===== config.mk =====
export PLATFORM = sky130hd
export DESIGN_NAME = interval_range_assign_table
export DESIGN_NICKNAME = d
export VERILOG_FILES = /design/src/irat_pkg.sv /design/src/irat_ram.sv /design/src/irat_ctrl.sv /design/src/irat_dp.sv /design/src/interval_range_assign_table.sv
export SDC_FILE = /design/constraint.sdc
export NUM_CORES = 2
export LEC_CHECK = 0
export ABC_AREA = 1
export ABC_CLOCK_PERIOD_IN_PS = 8450
export BUFFER_PORTS_ARGS = -buffer_cell sky130_fd_sc_hd__buf_2
export CAP_MARGIN = 20
export CORE_MARGIN = 1
export CORE_UTILIZATION = 25
export CTS_BUF_LIST = sky130_fd_sc_hd__clkbuf_2 sky130_fd_sc_hd__clkbuf_4 sky130_fd_sc_hd__clkbuf_8
export DETAILED_ROUTE_END_ITERATION = 10
export PLACE_DENSITY = 0.36
export SYNTH_ARGS = -nofsm -noshare
export SYNTH_HDL_FRONTEND = slang
export SYNTH_SLANG_ARGS = --single-unit

===== constraint.sdc =====
create_clock -name clk -period 8.45 [get_ports clk]
set_input_delay 1.69 -clock clk [delete_from_list [all_inputs] [get_ports clk]]
set_output_delay 1.69 -clock clk [all_outputs]
set_load 0.01 [all_outputs]

===== src/irat_pkg.sv =====
`timescale 1ns / 1ps
// ----------------------------------------------------------------------------
// irat_pkg: shared types and constants
// Defaults, operation and status codes, controller/datapath interface types.
// ----------------------------------------------------------------------------
package irat_pkg;

  localparam int DEF_CAPACITY    = 64;
  localparam int DEF_KEY_WIDTH   = 32;
  localparam int DEF_VALUE_WIDTH = 32;

  localparam logic OP_ASSIGN = 1'b0;
  localparam logic OP_LOOKUP = 1'b1;

  typedef enum logic [1:0] {
    ST_DONE  = 2'd0,
    ST_EMPTY = 2'd1,
    ST_FULL  = 2'd2
  } status_t;

  typedef struct packed {
    logic load;
    logic scan_step;
    logic set_result;
    logic set_full;
    logic move_init;
    logic move_step;
    logic ins_lo;
    logic ins_hi;
  } dp_cmd_t;

  typedef struct packed {
    logic lookup;
    logic empty;
    logic cnt_zero;
    logic scan_last;
    logic full;
    logic tail_zero;
    logic move_last;
  } dp_sts_t;

endpackage


===== src/irat_ram.sv =====
`timescale 1ns / 1ps
// ----------------------------------------------------------------------------
// irat_ram: generic single-port-write RAM
// One write port and one read port with registered read data.
// ----------------------------------------------------------------------------
module irat_ram #(
  parameter int WIDTH = 8,
  parameter int DEPTH = 16
) (
  input  logic                     clk,
  input  logic                     we,
  input  logic [$clog2(DEPTH)-1:0] waddr,
  input  logic [WIDTH-1:0]         wdata,
  input  logic [$clog2(DEPTH)-1:0] raddr,
  output logic [WIDTH-1:0]         rdata
);

  logic [WIDTH-1:0] mem [DEPTH];

  always_ff @(posedge clk) begin
    if (we) begin
      mem[waddr] <= wdata;
    end
    rdata <= mem[raddr];
  end

endmodule


===== src/irat_ctrl.sv =====
`timescale 1ns / 1ps
// ----------------------------------------------------------------------------
// irat_ctrl: sequencer
// Steps a request through scan, decision, tail move and insertion.
// ----------------------------------------------------------------------------
module irat_ctrl (
  input  logic              clk,
  input  logic              rst_n,
  input  logic              start,
  output logic              busy,
  output logic              done,
  output irat_pkg::dp_cmd_t cmd,
  input  irat_pkg::dp_sts_t sts
);

  import irat_pkg::*;

  typedef enum logic [3:0] {
    S_IDLE, S_PREP, S_SCAN_RD, S_SCAN_CHK, S_DECIDE,
    S_MOVE_RD, S_MOVE_WR, S_INS_LO, S_INS_HI, S_DONE
  } state_t;

  state_t state_r, state_nxt;

  always_comb begin
    state_nxt = state_r;
    cmd       = '0;
    unique case (state_r)
      S_IDLE: begin
        if (start) begin
          cmd.load  = 1'b1;
          state_nxt = S_PREP;
        end
      end
      S_PREP: begin
        if (!sts.lookup && sts.empty) begin
          state_nxt = S_DONE;
        end else if (sts.cnt_zero) begin
          state_nxt = S_DECIDE;
        end else begin
          state_nxt = S_SCAN_RD;
        end
      end
      S_SCAN_RD: state_nxt = S_SCAN_CHK;
      S_SCAN_CHK: begin
        cmd.scan_step = 1'b1;
        state_nxt = sts.scan_last ? S_DECIDE : S_SCAN_RD;
      end
      S_DECIDE: begin
        if (sts.lookup) begin
          cmd.set_result = 1'b1;
          state_nxt = S_DONE;
        end else if (sts.full) begin
          cmd.set_full = 1'b1;
          state_nxt = S_DONE;
        end else begin
          cmd.move_init = 1'b1;
          state_nxt = sts.tail_zero ? S_INS_LO : S_MOVE_RD;
        end
      end
      S_MOVE_RD: state_nxt = S_MOVE_WR;
      S_MOVE_WR: begin
        cmd.move_step = 1'b1;
        state_nxt = sts.move_last ? S_INS_LO : S_MOVE_RD;
      end
      S_INS_LO: begin
        cmd.ins_lo = 1'b1;
        state_nxt = S_INS_HI;
      end
      S_INS_HI: begin
        cmd.ins_hi = 1'b1;
        state_nxt = S_DONE;
      end
      S_DONE: state_nxt = S_IDLE;
      default: state_nxt = S_IDLE;
    endcase
  end

  always_ff @(posedge clk) begin
    if (!rst_n) begin
      state_r <= S_IDLE;
    end else begin
      state_r <= state_nxt;
    end
  end

  assign busy = (state_r != S_IDLE);
  assign done = (state_r == S_DONE);

endmodule


===== src/irat_dp.sv =====
`timescale 1ns / 1ps
// ----------------------------------------------------------------------------
// irat_dp: datapath
// Request registers, scan counters, tail move addressing and table memory.
// ----------------------------------------------------------------------------
module irat_dp #(
  parameter int CAPACITY    = irat_pkg::DEF_CAPACITY,
  parameter int KEY_WIDTH   = irat_pkg::DEF_KEY_WIDTH,
  parameter int VALUE_WIDTH = irat_pkg::DEF_VALUE_WIDTH
) (
  input  logic              clk,
  input  logic              rst_n,
  input  logic              cfg_we,
  input  logic [31:0]       cfg_data,
  input  logic              in_op,
  input  logic [31:0]       in_key_begin,
  input  logic [31:0]       in_key_end,
  input  logic [31:0]       in_assign_value,
  input  logic [31:0]       in_lookup_key,
  input  irat_pkg::dp_cmd_t cmd,
  output irat_pkg::dp_sts_t sts,
  output logic [31:0]       out_lookup_value,
  output logic [1:0]        out_status
);

  import irat_pkg::*;

  localparam int KW = KEY_WIDTH;
  localparam int VW = VALUE_WIDTH;
  localparam int CW = $clog2(CAPACITY + 1);
  localparam int AW = $clog2(CAPACITY);

  logic                 op_r;
  logic signed [KW-1:0] kb_r, ke_r;
  logic [VW-1:0]        av_r, old_r, bottom_r;
  logic [CW-1:0]        cnt_r, idx_r, lo_r, hi_r;
  logic                 right_r;
  logic [31:0]          res_r;
  status_t              status_r;

  logic [KW+31:0] kb_ext, ke_ext, lk_ext;
  logic [VW+31:0] av_ext, cfg_ext, old_ext;
  logic [CW-1:0]  kept;
  logic [CW:0]    need;
  logic [CW:0]    dst;
  logic signed [KW-1:0] rkey;
  logic [VW-1:0]  rval;
  logic           we;
  logic [AW-1:0]  waddr;
  logic [KW+VW-1:0] wdata, rdata;

  assign kb_ext  = {{KW{1'b0}}, in_key_begin};
  assign ke_ext  = {{KW{1'b0}}, in_key_end};
  assign lk_ext  = {{KW{1'b0}}, in_lookup_key};
  assign av_ext  = {{VW{1'b0}}, in_assign_value};
  assign cfg_ext = {{VW{1'b0}}, cfg_data};
  assign old_ext = {32'd0, old_r};

  assign rkey = rdata[KW+VW-1:VW];
  assign rval = rdata[VW-1:0];

  assign kept = cnt_r - (hi_r - lo_r);
  assign need = {1'b0, kept} + (CW+1)'(2);
  assign dst  = {1'b0, idx_r} + {1'b0, lo_r} + (CW+1)'(2) - {1'b0, hi_r};

  assign sts.lookup    = (op_r == OP_LOOKUP);
  assign sts.empty     = !(kb_r < ke_r);
  assign sts.cnt_zero  = (cnt_r == '0);
  assign sts.scan_last = (idx_r == cnt_r - CW'(1));
  assign sts.full      = (need > (CW+1)'(CAPACITY));
  assign sts.tail_zero = (hi_r == cnt_r);
  assign sts.move_last = right_r ? (idx_r == hi_r) : (idx_r == cnt_r - CW'(1));

  always_comb begin
    we    = 1'b0;
    waddr = dst[AW-1:0];
    wdata = rdata;
    if (cmd.move_step) begin
      we = 1'b1;
    end else if (cmd.ins_lo) begin
      we    = 1'b1;
      waddr = lo_r[AW-1:0];
      wdata = {kb_r, av_r};
    end else if (cmd.ins_hi) begin
      we    = 1'b1;
      waddr = AW'(lo_r + CW'(1));
      wdata = {ke_r, old_r};
    end
  end

  irat_ram #(
    .WIDTH (KW + VW),
    .DEPTH (CAPACITY)
  ) u_ram (
    .clk   (clk),
    .we    (we),
    .waddr (waddr),
    .wdata (wdata),
    .raddr (idx_r[AW-1:0]),
    .rdata (rdata)
  );

  always_ff @(posedge clk) begin
    if (!rst_n) begin
      cnt_r    <= '0;
      bottom_r <= '0;
    end else if (cfg_we) begin
      cnt_r    <= '0;
      bottom_r <= cfg_ext[VW-1:0];
    end else if (cmd.ins_hi) begin
      cnt_r <= need[CW-1:0];
    end
  end

  always_ff @(posedge clk) begin
    if (cmd.load) begin
      op_r     <= in_op;
      kb_r     <= kb_ext[KW-1:0];
      ke_r     <= (in_op == OP_LOOKUP) ? lk_ext[KW-1:0] : ke_ext[KW-1:0];
      av_r     <= av_ext[VW-1:0];
      old_r    <= bottom_r;
      idx_r    <= '0;
      lo_r     <= '0;
      hi_r     <= '0;
      res_r    <= '0;
      status_r <= (in_op == OP_ASSIGN && !($signed(kb_ext[KW-1:0]) < $signed(ke_ext[KW-1:0])))
                  ? ST_EMPTY : ST_DONE;
    end
    if (cmd.scan_step) begin
      if (rkey < kb_r) begin
        lo_r <= lo_r + CW'(1);
      end
      if (rkey <= ke_r) begin
        hi_r  <= hi_r + CW'(1);
        old_r <= rval;
      end
      idx_r <= idx_r + CW'(1);
    end
    if (cmd.set_result) begin
      res_r <= old_ext[31:0];
    end
    if (cmd.set_full) begin
      status_r <= ST_FULL;
    end
    if (cmd.move_init) begin
      right_r <= ({1'b0, lo_r} + (CW+1)'(2) > {1'b0, hi_r});
      idx_r   <= ({1'b0, lo_r} + (CW+1)'(2) > {1'b0, hi_r}) ? cnt_r - CW'(1) : hi_r;
    end
    if (cmd.move_step) begin
      idx_r <= right_r ? idx_r - CW'(1) : idx_r + CW'(1);
    end
  end

  assign out_lookup_value = res_r;
  assign out_status       = status_r;

endmodule


===== src/interval_range_assign_table.sv =====
`timescale 1ns / 1ps
// ----------------------------------------------------------------------------
// interval_range_assign_table: sorted boundary table with range assign
// Assigns values over key intervals and looks up the value at a key.
// ----------------------------------------------------------------------------
// Channel   Handshake                 Payload
// in        start, busy               in_op, in_key_begin, in_key_end,
//                                     in_assign_value, in_lookup_key
// out       out_valid (1-cycle pulse) out_lookup_value, out_status
// cfg       cfg_valid, cfg_ready      cfg_data (initial_value)
//
// A lookup scans the stored entries; an assign scans them and, unless the table is
// full, moves any tail and writes the two new boundaries. An empty assign interval
// skips the scan. Reset is synchronous; the table needs no clearing pass. The
// result is shown for one cycle and the receiver cannot stall.
// ----------------------------------------------------------------------------
module interval_range_assign_table #(
  parameter int CAPACITY    = irat_pkg::DEF_CAPACITY,
  parameter int KEY_WIDTH   = irat_pkg::DEF_KEY_WIDTH,
  parameter int VALUE_WIDTH = irat_pkg::DEF_VALUE_WIDTH
) (
  input  logic        clk,
  input  logic        rst_n,
  input  logic        start,
  output logic        busy,
  input  logic        in_op,
  input  logic [31:0] in_key_begin,
  input  logic [31:0] in_key_end,
  input  logic [31:0] in_assign_value,
  input  logic [31:0] in_lookup_key,
  output logic        out_valid,
  output logic [31:0] out_lookup_value,
  output logic [1:0]  out_status,
  input  logic        cfg_valid,
  output logic        cfg_ready,
  input  logic [31:0] cfg_data
);

  import irat_pkg::*;

  dp_cmd_t cmd;
  dp_sts_t sts;

  assign cfg_ready = !busy;

  irat_ctrl u_ctrl (
    .clk   (clk),
    .rst_n (rst_n),
    .start (start),
    .busy  (busy),
    .done  (out_valid),
    .cmd   (cmd),
    .sts   (sts)
  );

  irat_dp #(
    .CAPACITY    (CAPACITY),
    .KEY_WIDTH   (KEY_WIDTH),
    .VALUE_WIDTH (VALUE_WIDTH)
  ) u_dp (
    .clk              (clk),
    .rst_n            (rst_n),
    .cfg_we           (cfg_valid && cfg_ready),
    .cfg_data         (cfg_data),
    .in_op            (in_op),
    .in_key_begin     (in_key_begin),
    .in_key_end       (in_key_end),
    .in_assign_value  (in_assign_value),
    .in_lookup_key    (in_lookup_key),
    .cmd              (cmd),
    .sts              (sts),
    .out_lookup_value (out_lookup_value),
    .out_status       (out_status)
  );

endmodule


==> report_table.html <==
<table>
<tr><th>Metric</th><th>Value</th></tr>
<tr><th colspan="2">Die</th></tr>
<tr><td>Die area</td><td>704400 µm²</td></tr>
<tr><td>Die width</td><td>839.3 µm</td></tr>
<tr><td>Number of rows in the core area</td><td>307</td></tr>
<tr><td>Die H</td><td>839.3 µm</td></tr>
<tr><td>Number of placed I/O pins</td><td>202</td></tr>
<tr><td>Core footprint</td><td>698700 µm²</td></tr>
<tr><td>Initial Util</td><td>25.08%</td></tr>
<tr><th colspan="2">Power and ir drop</th></tr>
<tr><td>Leak Pwr</td><td>65.01 nW</td></tr>
<tr><td>Total power</td><td>83.83 mW</td></tr>
<tr><td>Total power per unit cell area</td><td>411.2 nW/µm²</td></tr>
<tr><td>Peak supply drop</td><td>0.3731 mV</td></tr>
<tr><th colspan="2">STA</th></tr>
<tr><td>Min setup slack post-route</td><td>2.555 ns</td></tr>
<tr><td>Hold violation count in the final report</td><td>0</td></tr>
<tr><td>Setup TNS</td><td>0 ns</td></tr>
<tr><td>Achievable clock frequency</td><td>169.6 MHz</td></tr>
<tr><td>Worst-Margin Slew</td><td>1.274 ns</td></tr>
<tr><td>Skew final</td><td>0.09996 ns</td></tr>
<tr><td>Final worst-path cycle share</td><td>69.77%</td></tr>
<tr><td>Slew HR</td><td>14.66%</td></tr>
<tr><td>Final number of max-transition violations</td><td>0</td></tr>
<tr><td>Time the final worst path needs with I/O delays and setup</td><td>5.895 ns</td></tr>
<tr><td>Setup Viol. Count Final</td><td>0</td></tr>
<tr><td>Worst hold slack</td><td>0.4523 ns</td></tr>
<tr><td>RSZ-0062 raised after global routing</td><td>no</td></tr>
<tr><th colspan="2">Synthesis</th></tr>
<tr><td>Synthesized cell area</td><td>175300 µm²</td></tr>
<tr><td>Post-synthesis cell count</td><td>13190</td></tr>
<tr><td>Mean area per synthesized cell</td><td>13.28 µm²</td></tr>
<tr><td>Sequential fraction of the synthesis area</td><td>74.30%</td></tr>
<tr><td>Xor-xnor portion of the synthesized cell area</td><td>0.2027%</td></tr>
<tr><td>Most frequent cell after synthesis</td><td>sky130_fd_sc_hd__edfxtp_1</td></tr>
<tr><td>Share of Yosys cell area claimed by the top area cell type</td><td>72.53%</td></tr>
<tr><td>Simple-gate share of the synthesized area</td><td>9.092%</td></tr>
<tr><td>Synth cell count leaders</td><td>4233 x sky130_fd_sc_hd__edfxtp_1, 2374 x sky130_fd_sc_hd__nor2_1, 2134 x sky130_fd_sc_hd__o21ai_0</td></tr>
<tr><td>Number of flops mapped to enable cells by yosys</td><td>4233</td></tr>
<tr><td>FFs w/ async S/R, synth</td><td>0%</td></tr>
<tr><td>Leading area contributor after synthesis</td><td>sky130_fd_sc_hd__edfxtp_1</td></tr>
<tr><td>Ranking of synthesized cells by area</td><td>sky130_fd_sc_hd__edfxtp_1 73%, sky130_fd_sc_hd__o21ai_0 6.1%, sky130_fd_sc_hd__nor2_1 5.1%</td></tr>
<tr><td>Net Count, Synth</td><td>13530</td></tr>
<tr><td>Multiplexer share of the synthesized area</td><td>0%</td></tr>
<tr><td>Synthesized flop and latch total</td><td>4388</td></tr>
<tr><td>Synth Area in Compound Gates</td><td>12.22%</td></tr>
<tr><td>Adder and majority cell fraction of the synthesized area</td><td>1.246%</td></tr>
<tr><td>Synth cell types</td><td>51</td></tr>
<tr><td>Main combinational cell family by area after synthesis</td><td>compound AO/OA/AOI/OAI gates</td></tr>
<tr><td>Number of warnings printed during yosys synthesis</td><td>0</td></tr>
<tr><td>Prevailing post-synth register cell</td><td>sky130_fd_sc_hd__edfxtp_1</td></tr>
<tr><th colspan="2">Placed design</th></tr>
<tr><td>Post-placement cell area</td><td>188800 µm²</td></tr>
<tr><td>Placed wire-length estimate</td><td>411500 µm</td></tr>
<tr><td>Pre-CTS setup slack</td><td>2.602 ns</td></tr>
<tr><td>Number of instances in the placed design</td><td>22070</td></tr>
<tr><td>Number of buffers added on ports</td><td>201</td></tr>
<tr><td>Weighted congestion at the end of routability-driven global placement</td><td>0.7811</td></tr>
<tr><th colspan="2">Cells and area</th></tr>
<tr><td>Final cell count without fillers</td><td>23500</td></tr>
<tr><td>Util after Layout</td><td>29.18%</td></tr>
<tr><td>Post-route standard cell area excluding fillers</td><td>203900 µm²</td></tr>
<tr><td>Synth-to-Final Area Change</td><td>16.33%</td></tr>
<tr><td>Nets@finish</td><td>13900</td></tr>
<tr><td>Ratio of cells with drive above 1 in the final layout</td><td>13.65%</td></tr>
<tr><th colspan="2">CTS</th></tr>
<tr><td>CTS max path bufs</td><td>4</td></tr>
<tr><td>Cts hold-fix bufs</td><td>0</td></tr>
<tr><td>Clock insertion delay at the later pin of the skew report</td><td>1.34 ns</td></tr>
<tr><td>CTS tree</td><td>done</td></tr>
<tr><td>CTS H-tree depth</td><td>6</td></tr>
<tr><td>Total of cells resized after clock tree synthesis</td><td>0</td></tr>
<tr><td>Post-CTS repair timing setup buffer count</td><td>0</td></tr>
<tr><td>TritonCTS Buffers</td><td>765</td></tr>
<tr><td>Number of clock sinks seen by CTS</td><td>4388</td></tr>
<tr><td>Clock Root Buffer</td><td>sky130_fd_sc_hd__clkbuf_8</td></tr>
<tr><td>Clock transition at the registers of the reported paths</td><td>0.06 ns</td></tr>
<tr><th colspan="2">Worst setup path</th></tr>
<tr><td>Worst setup startpoint</td><td>u_dp.hi_r[1]</td></tr>
<tr><td>Peak per-stage delay on the critical path</td><td>1.03 ns</td></tr>
<tr><td>Data required time of the critical path</td><td>9.37 ns</td></tr>
<tr><td>Most used cell, CP</td><td>sky130_fd_sc_hd__nand2_1</td></tr>
<tr><td>Critical setup path kind</td><td>register to register</td></tr>
<tr><td>Number of cells on the worst reg-to-reg path</td><td>15</td></tr>
<tr><td>Critical-path top delay cell</td><td>sky130_fd_sc_hd__nor2_4</td></tr>
<tr><td>Critical register-to-register path startpoint</td><td>u_dp.hi_r[1]</td></tr>
<tr><td>Worst flop-to-flop path endpoint</td><td>u_dp.u_ram.mem[50][41]</td></tr>
<tr><td>Arr. time, crit path</td><td>6.81 ns</td></tr>
<tr><td>Endpoint type of the worst setup path</td><td>register</td></tr>
<tr><td>Highest fanout seen on the critical path</td><td>27</td></tr>
<tr><td>Startpoint types</td><td>register</td></tr>
<tr><td>Critical Path, Cell by Cell</td><td>inv_1 -&gt; ha_1 -&gt; fa_1 -&gt; ha_1 -&gt; fa_1 -&gt; nand2_1 -&gt; nand2_1 -&gt; a21oi_1 -&gt; xnor2_1 -&gt; nand2_1 -&gt; nand2_1 -&gt; nor2_1 -&gt; nand2_1 -&gt; nor2_4 -&gt; buf_4</td></tr>
<tr><td>Worst setup endpoint</td><td>u_dp.u_ram.mem[50][41]</td></tr>
<tr><td>R2R Setup Slk</td><td>2.55 ns</td></tr>
<tr><th colspan="2">GRT</th></tr>
<tr><td>Overflow left after global routing</td><td>0</td></tr>
<tr><td>Via count of the first global-routing pass</td><td>113400</td></tr>
<tr><td>Pin count of the biggest net entering global routing</td><td>162</td></tr>
<tr><td>Wire length of the first global-routing pass</td><td>963900 µm</td></tr>
<tr><td>Overall fraction of global-route tracks in use</td><td>19.20%</td></tr>
<tr><td>Antenna violations before repair</td><td>59</td></tr>
<tr><th colspan="2">Detailed routing</th></tr>
<tr><td>Antenna violation net count after detailed routing</td><td>0</td></tr>
<tr><td>Vias</td><td>116000</td></tr>
<tr><td>Wire length per cell after detailed routing</td><td>29.94 µm</td></tr>
<tr><td>DRC errors left</td><td>0</td></tr>
<tr><td>Wirelength, routed</td><td>703500 µm</td></tr>
<tr><td>Drt initial violations</td><td>11200</td></tr>
<tr><td>Average vias per placed instance</td><td>4.939</td></tr>
<tr><td>Detailed-router iteration count before antenna repair</td><td>6</td></tr>
<tr><th colspan="2">Status</th></tr>
<tr><td>Run status</td><td>complete, no violations</td></tr>
<tr><th colspan="2">Worst hold path</th></tr>
<tr><td>Hold Path Class</td><td>register to register</td></tr>
<tr><th colspan="2">Job</th></tr>
<tr><td>Number of violations of the max-capacitance limit</td><td>0</td></tr>
</table>
## cells in the final DEF, fill, tap and decap left out, types with 12 or more instances in the layout
cell,synthesis,routed
sky130_fd_sc_hd__xnor2_1,12,12
sky130_fd_sc_hd__nor3_1,18,18
sky130_fd_sc_hd__inv_8,0,17
sky130_fd_sc_hd__clkbuf_8,0,796
sky130_fd_sc_hd__o21ai_1,14,14
sky130_fd_sc_hd__a31oi_1,15,15
sky130_fd_sc_hd__buf_12,0,69
sky130_fd_sc_hd__nand4_1,33,33
sky130_fd_sc_hd__xor2_1,26,26
sky130_fd_sc_hd__nor2_1,2374,2275
sky130_fd_sc_hd__ha_1,157,157
sky130_fd_sc_hd__nand2_1,528,527
sky130_fd_sc_hd__a21oi_1,142,140
sky130_fd_sc_hd__clkbuf_4,0,271
sky130_fd_sc_hd__nor2_4,4,103
sky130_fd_sc_hd__buf_2,218,201
sky130_fd_sc_hd__a221oi_4,0,30
sky130_fd_sc_hd__dfxtp_1,155,155
sky130_fd_sc_hd__clkinvlp_4,0,13
sky130_fd_sc_hd__nand3b_1,12,12
sky130_fd_sc_hd__inv_1,261,260
sky130_fd_sc_hd__clkinv_1,3,199
sky130_fd_sc_hd__o31ai_1,24,24
sky130_fd_sc_hd__inv_6,0,15
sky130_fd_sc_hd__nand3_1,898,897
sky130_fd_sc_hd__clkinv_2,0,65
sky130_fd_sc_hd__bufinv_16,0,13
sky130_fd_sc_hd__o22ai_1,90,90
sky130_fd_sc_hd__o211ai_1,86,86
sky130_fd_sc_hd__edfxtp_1,4233,4233
sky130_fd_sc_hd__buf_4,38,301
sky130_fd_sc_hd__o221ai_1,906,906
sky130_fd_sc_hd__diode_2,0,26
sky130_fd_sc_hd__o21ai_0,2134,2134
## worst min-delay path by stage
stage	start	endpoint	slack (ns)	cells after the start
5_1_grt	in_assign_value[14]	u_dp.av_r[14]	0.41	1
3_5_place_dp	u_dp.out_status[1]	u_dp.out_status[1]	0.44	2
3_3_place_gp	u_dp.out_status[1]	u_dp.out_status[1]	0.44	2
4_1_cts	in_assign_value[14]	u_dp.av_r[14]	0.35	1
2_1_floorplan	u_dp.bottom_r[0]	u_dp.bottom_r[0]	0.44	2
6_report	u_dp.out_status[1]	u_dp.out_status[1]	0.45	2
## power by group
group | internal, mW | leakage, nW | total (mW) | switching (mW)
sequential | 30.0 | 39.5 | 30.9 | 0.925
clock | 10.4 | 7.96 | 19.7 | 9.35
combinational | 6.40 | 17.6 | 33.2 | 26.8
total | 46.8 | 65.0 | 83.8 | 37.1
## logic make-up (layout without fill, tap and decap cells)
logic type | Yosys count | after routing
flops | 4388 | 4388
simple gates | 3884 | 3884
compound gates | 3474 | 3474
buf+inv | 1240 | 2247
fa+ha+maj | 168 | 168
xor+xnor | 39 | 39
other cells | 0 | 26
## layout make-up
class,instances,area [µm²]
Multi-Input combinational cell,7565,41190
Antenna cell,26,65.06
Clock inverter,329,2048
Tap cell,9270,11600
Sequential cell,4388,130200
Clock buffer,1067,12990
Fill cell,70920,494800
Timing Repair Buffer,573,4686
Inverter,278,1091
## routing by layer
layer	share of wire, %	up-vias	track usage (%)	routed length (µm)
li1	-	50900	-	-
met1	47	60650	27.90	331300
met2	45	3607	30.62	319800
met3	5.1	876	2.389	35940
met4	2.3	14	4.285	16420
met5	0.011	-	0	80
## sequential cells by signal, summed over array words and instances, names as in the netlist, 32 cells and up
| register | cells |
|---|---|
| u_dp.u_ram.mem | 4096 |
| u_dp.u_ram.rdata | 64 |
| u_dp.av_r | 32 |
| u_dp.bottom_r | 32 |
| u_dp.kb_r | 32 |
| u_dp.ke_r | 32 |
| u_dp.old_r | 32 |
| u_dp.out_lookup_value | 32 |
## worst max-delay path: cells and delay by family (launching register included)
| family | cells | cell delay (ns) |
|---|---|---|
| buffers and inverters | 2 | 0.77 |
| AOI/OAI and AO/OA | 1 | 0.18 |
| DFF | 1 | 0.54 |
| and+or+nand+nor | 7 | 2.29 |
| xor gates and xnor gates | 1 | 0.10 |
| adders and majority gates | 4 | 1.54 |
(Power assumes the default switching activity.)
